`src/rtl/vpbb_pkg.sv`:
```
// Shared types and constants of the vector path bounding box block.
`timescale 1ns / 1ps

package vpbb_pkg;

   // segment points per request and the queue between front and back
   localparam int POINTS      = 3;
   localparam int QUEUE_DEPTH = 4;
   localparam int QPTR_W      = 2;
   localparam int CSR_INDEX_W = 3;

   // command index, op bits 7..1
   localparam logic [6:0] CMD_CLOSE  = 7'd0;
   localparam logic [6:0] CMD_MOVE   = 7'd1;
   localparam logic [6:0] CMD_LINE   = 7'd2;
   localparam logic [6:0] CMD_HLINE  = 7'd3;
   localparam logic [6:0] CMD_VLINE  = 7'd4;
   localparam logic [6:0] CMD_QUAD   = 7'd5;
   localparam logic [6:0] CMD_CUBIC  = 7'd6;
   localparam logic [6:0] CMD_SQUAD  = 7'd7;
   localparam logic [6:0] CMD_SCUBIC = 7'd8;
   localparam logic [6:0] CMD_LIMIT  = 7'd13;

   // configuration register indexes
   localparam logic [CSR_INDEX_W-1:0] CSR_SCALE_X_FROM_X = 3'd0;
   localparam logic [CSR_INDEX_W-1:0] CSR_SHEAR_X_FROM_Y = 3'd1;
   localparam logic [CSR_INDEX_W-1:0] CSR_OFFSET_X       = 3'd2;
   localparam logic [CSR_INDEX_W-1:0] CSR_SHEAR_Y_FROM_X = 3'd3;
   localparam logic [CSR_INDEX_W-1:0] CSR_SCALE_Y_FROM_Y = 3'd4;
   localparam logic [CSR_INDEX_W-1:0] CSR_OFFSET_Y       = 3'd5;

   localparam logic [31:0] MATRIX_ONE = 32'h0001_0000;

   typedef struct packed {
      logic signed [31:0] sxx;
      logic signed [31:0] sxy;
      logic signed [31:0] ox;
      logic signed [31:0] syx;
      logic signed [31:0] syy;
      logic signed [31:0] oy;
   } matrix_type;

   // one resolved segment on its way from front to back
   typedef struct packed {
      logic [POINTS-1:0][31:0] px;
      logic [POINTS-1:0][31:0] py;
      logic [POINTS-1:0]       mask;
      logic                    last;
      logic                    bad;
   } seg_type;

endpackage

```
`src/rtl/vpbb_queue.sv`:
```
// Short queue of resolved segments between front and back.
`timescale 1ns / 1ps

module vpbb_queue import vpbb_pkg::*; (
   input  logic    clock,
   input  logic    reset,
   input  logic    push,
   input  seg_type push_seg,
   output logic    push_ready,
   input  logic    pop_ready,
   output logic    pop_valid,
   output seg_type head
);

   seg_type           entry_ff [QUEUE_DEPTH];
   logic [QPTR_W-1:0] wr_ptr_ff, rd_ptr_ff;
   logic [QPTR_W:0]   count_ff, count_in;
   logic              do_push, do_pop;

   assign push_ready = (count_ff != QPTR_W'(0) + (QPTR_W+1)'(QUEUE_DEPTH));
   assign pop_valid  = (count_ff != '0);
   assign head       = entry_ff[rd_ptr_ff];
   assign do_push    = push && push_ready;
   assign do_pop     = pop_ready && pop_valid;

   always_comb begin
      count_in = count_ff;
      if (do_push && !do_pop) begin
         count_in = count_ff + 1'b1;
      end else if (do_pop && !do_push) begin
         count_in = count_ff - 1'b1;
      end
   end

   always_ff @(posedge clock) begin
      if (reset) begin
         wr_ptr_ff <= '0;
         rd_ptr_ff <= '0;
         count_ff  <= '0;
      end else begin
         count_ff <= count_in;
         if (do_push) begin
            wr_ptr_ff <= wr_ptr_ff + 1'b1;
         end
         if (do_pop) begin
            rd_ptr_ff <= rd_ptr_ff + 1'b1;
         end
      end
   end

   always_ff @(posedge clock) begin
      if (do_push) begin
         entry_ff[wr_ptr_ff] <= push_seg;
      end
   end

endmodule

```
`config.mk`:
```
export PLATFORM = sky130hd
export DESIGN_NAME = vpbb_queue
export DESIGN_NICKNAME = d
export VERILOG_FILES = /design/src/rtl/vpbb_pkg.sv /design/src/rtl/vpbb_queue.sv
export SDC_FILE = /design/constraint.sdc
export NUM_CORES = 1
export LEC_CHECK = 0
export BUFFER_PORTS_ARGS = -buffer_cell sky130_fd_sc_hd__buf_2
export CORE_ASPECT_RATIO = 1.25
export CORE_UTILIZATION = 25
export DETAILED_ROUTE_END_ITERATION = 6
export GPL_ROUTABILITY_DRIVEN = 0
export PLACE_DENSITY = 0.47
export SETUP_SLACK_MARGIN = 0.3
export SYNTH_ARGS = -nofsm -noshare
export SYNTH_HDL_FRONTEND = slang
export SYNTH_SLANG_ARGS = --single-unit
```
`constraint.sdc`:
```
create_clock -name clock -period 6.83 [get_ports clock]
set_input_delay 0 -clock clock [delete_from_list [all_inputs] [get_ports clock]]
set_output_delay 0 -clock clock [all_outputs]
set_load 0.01 [all_outputs]
```
==> impl_metrics.ini <==
[outcome]
outcome = complete, no violations

[setup_path]
r2r_cells = 4
r2r_end = entry_ff[1][54]
crit_buf_inv = 2
slowest_stage = dfxtp_4
worst_setup_path_end_kind = output port
critPathMaxStageDelay_ps = 880
crit_type = reg2out
critical-path-top-delay-family = flip-flops
worstPathMaxFanout = 84
worstPathCellList = buf_12 > mux4_2 > buf_2
startpoint_type = register
crit_arrival_ps = 3140
rrSetupSlack_ps = 3930
worstPathRequired_ps = 6830
rr_startpoint = count_ff[0]

[timing]
clock.fmax_ghz = 0.319
maxSlewHeadroom = 0.324
worst_pin_slew_ps = 1010
fin_ws_ps = 3690
finalSetupViolations = 0
hold_ws_ps = 81.0
rsz0062_at_grt = false
hold_viol = 0
period_minus_slack_ps = 3140
fin_tns_setup_ps = 0
period_share = 0.459
fin_skew_ps = 18.2
report.final.slew_viol_count = 0

[grt]
grt_overflow_total = 0
grt_use_total = 0.114
grt_max_degree = 103
grt_pass1_vias = 15500
grt_pass1_wl_um = 98100
antenna_found_initial = 4

[logic_synthesis]
synth_nets = 1284
ys_types = 22
synth_edf_count = 788
syn_area_per_cell_um2 = 26.8
synth_top_area_cell = edfxtp_1
synth_area_leaders = edfxtp_1 82%, mux4_2 15%, dfxtp_1 0.62%
syn-cell-area_um2 = 28900
synthCells = 1077
ys_warn_count = 0
ys_seq_area_frac = 0.826
synth-main-ff-cell = edfxtp_1
synth_top_area_frac = 0.819
async_flop_share = 0
ys_ff_latch = 797

[power]
irDropWorstVdd_v = 0.000274
power_density_nw_per_um2 = 364
totalPowerFinal_w = 0.0136
p_leak_nw = 12.3

[clock_tree]
cts_sinks = 797
hold_buffers = 222
cts_made_buffers = 84
tritoncts = yes
clkTransAtPathRegs_ps = 60
cts_resized = 0
clk-insertion-delay-late_ps = 670
post_cts_buffers = 0
cts.path.max_buffers = 3
htreeDepth = 3
cts-root-buf = clkbuf_16

[hold_path]
hp-start = push_seg[59]
whs_path_depth = 2
whs_endpoint = entry_ff[3][59]
hold_class = in2reg

[floorplan]
io_pins = 400
dieArea_um2 = 117000
die_h_um = 382
core_um2 = 115000
dieWidth_um = 306
initial_core_util = 0.252
floorplan.rows = 139

[layout]
final_common_cell = edfxtp_1
drive_gt1_frac = 0.406
final_cell_mix = 788 x edfxtp_1, 399 x buf_2, 222 x dlygate4sd3_1, 197 x mux4_2, 84 x clkbuf_16
area_growth_pct = 29.8
fin_area_um2 = 37500
final_nets = 1958

[routing]
drt_first_pass_iters = 6
ant_nets = 0
drtIter0Drc = 832
vias = 13700
drc = 0
wl_per_cell_um = 20.2
finalWirelength_um = 66500
vias_per_cell = 4.17

[place]
hpwl_um = 38700
port_buffers = 399
place_ws_ps = 3850
placed_area_um2 = 32600

[job]
max_cap_viol_count = 0
[worst max path at each step]
stage          slack, ps         from  cells past startpoint               end
6_report            3690     register                      3          head[92]
5_1_grt             3390     register                      3          head[92]
4_1_cts             3440     register                      3          head[92]
3_5_place_dp        3850  count_ff[0]                      4  entry_ff[1][180]
3_3_place_gp        3860  count_ff[0]                      4  entry_ff[2][127]
2_1_floorplan        950  count_ff[0]                      3    entry_ff[0][0]
[state kept, by name (all words and copies together) (netlist names), named ones only]
signal	cells
count_ff	3
entry_ff	788
rd_ptr_ff	2
wr_ptr_ff	2
[logic make-up (layout without fill, tap and decap cells)]
logic type      Yosys count  count (layout)  synth area share
compound gates            5               5           0.00130
xor+xnor                  4               4           0.00121
fa+ha+maj                 6               6           0.00286
buf+inv                  48             780            0.0113
flops                   797             797             0.826
mux                     200             200             0.155
other cells               0               2                 0
simple gates             17              17           0.00290
[routing by layer]
| metal | vias to the layer above | wire length, µm | global-route usage |
|---|---|---|---|
| met4 | 2 | 1600 | 0.0462 |
| met3 | 83 | 3990 | 0.0311 |
| met2 | 352 | 35700 | 0.206 |
| met1 | 7254 | 25200 | 0.126 |
| li1 | 6024 | - | - |
| met5 | - | 13 | 0 |
[cell usage after synthesis, types with 3 or more instances]
cell type  number
inv_1           3
nor2_1          8
dfxtp_1         9
xor2_1          4
buf_6          16
clkbuf_1        8
edfxtp_1      788
and2_1          4
mux4_2        197
buf_2          21
ha_1            5
[through the flow]
stage	instances	utilization
2_1_floorplan	1077	-
3_3_place_gp	2923	0.284
3_5_place_dp	2923	0.284
4_1_cts	3289	0.327
5_1_grt	3291	0.327
6_report	3291	0.327
[worst register-to-register path, cell delays in order (launching register included)]
cell	delay (ps)
dfxtp_1	440
nor2_1	120
a21boi_2	330
and2_4	660
buf_4	900
[where the power goes]
| group | internal [W] | switching (W) | total (W) | leakage [nW] |
|---|---|---|---|---|
| combinational | 0.00144 | 0.00164 | 0.00308 | 3.76 |
| sequential | 0.00594 | 0.000183 | 0.00612 | 7.30 |
| clock | 0.00257 | 0.00188 | 0.00445 | 1.28 |
| total | 0.00995 | 0.00370 | 0.0136 | 12.3 |
[area by class of cell]
| cell class | instances | area (µm²) |
|---|---|---|
| sequential | 797 | 23900 |
| timing repair buffer | 633 | 4400 |
| antenna | 2 | 5.00 |
| multi-input combinational | 232 | 4720 |
| fill | 11000 | 77300 |
| tap | 1480 | 1850 |
| clock buffer | 100 | 2160 |
| clock inverter | 44 | 497 |
| inverter | 3 | 11.3 |
(Power assumes the default switching activity.)
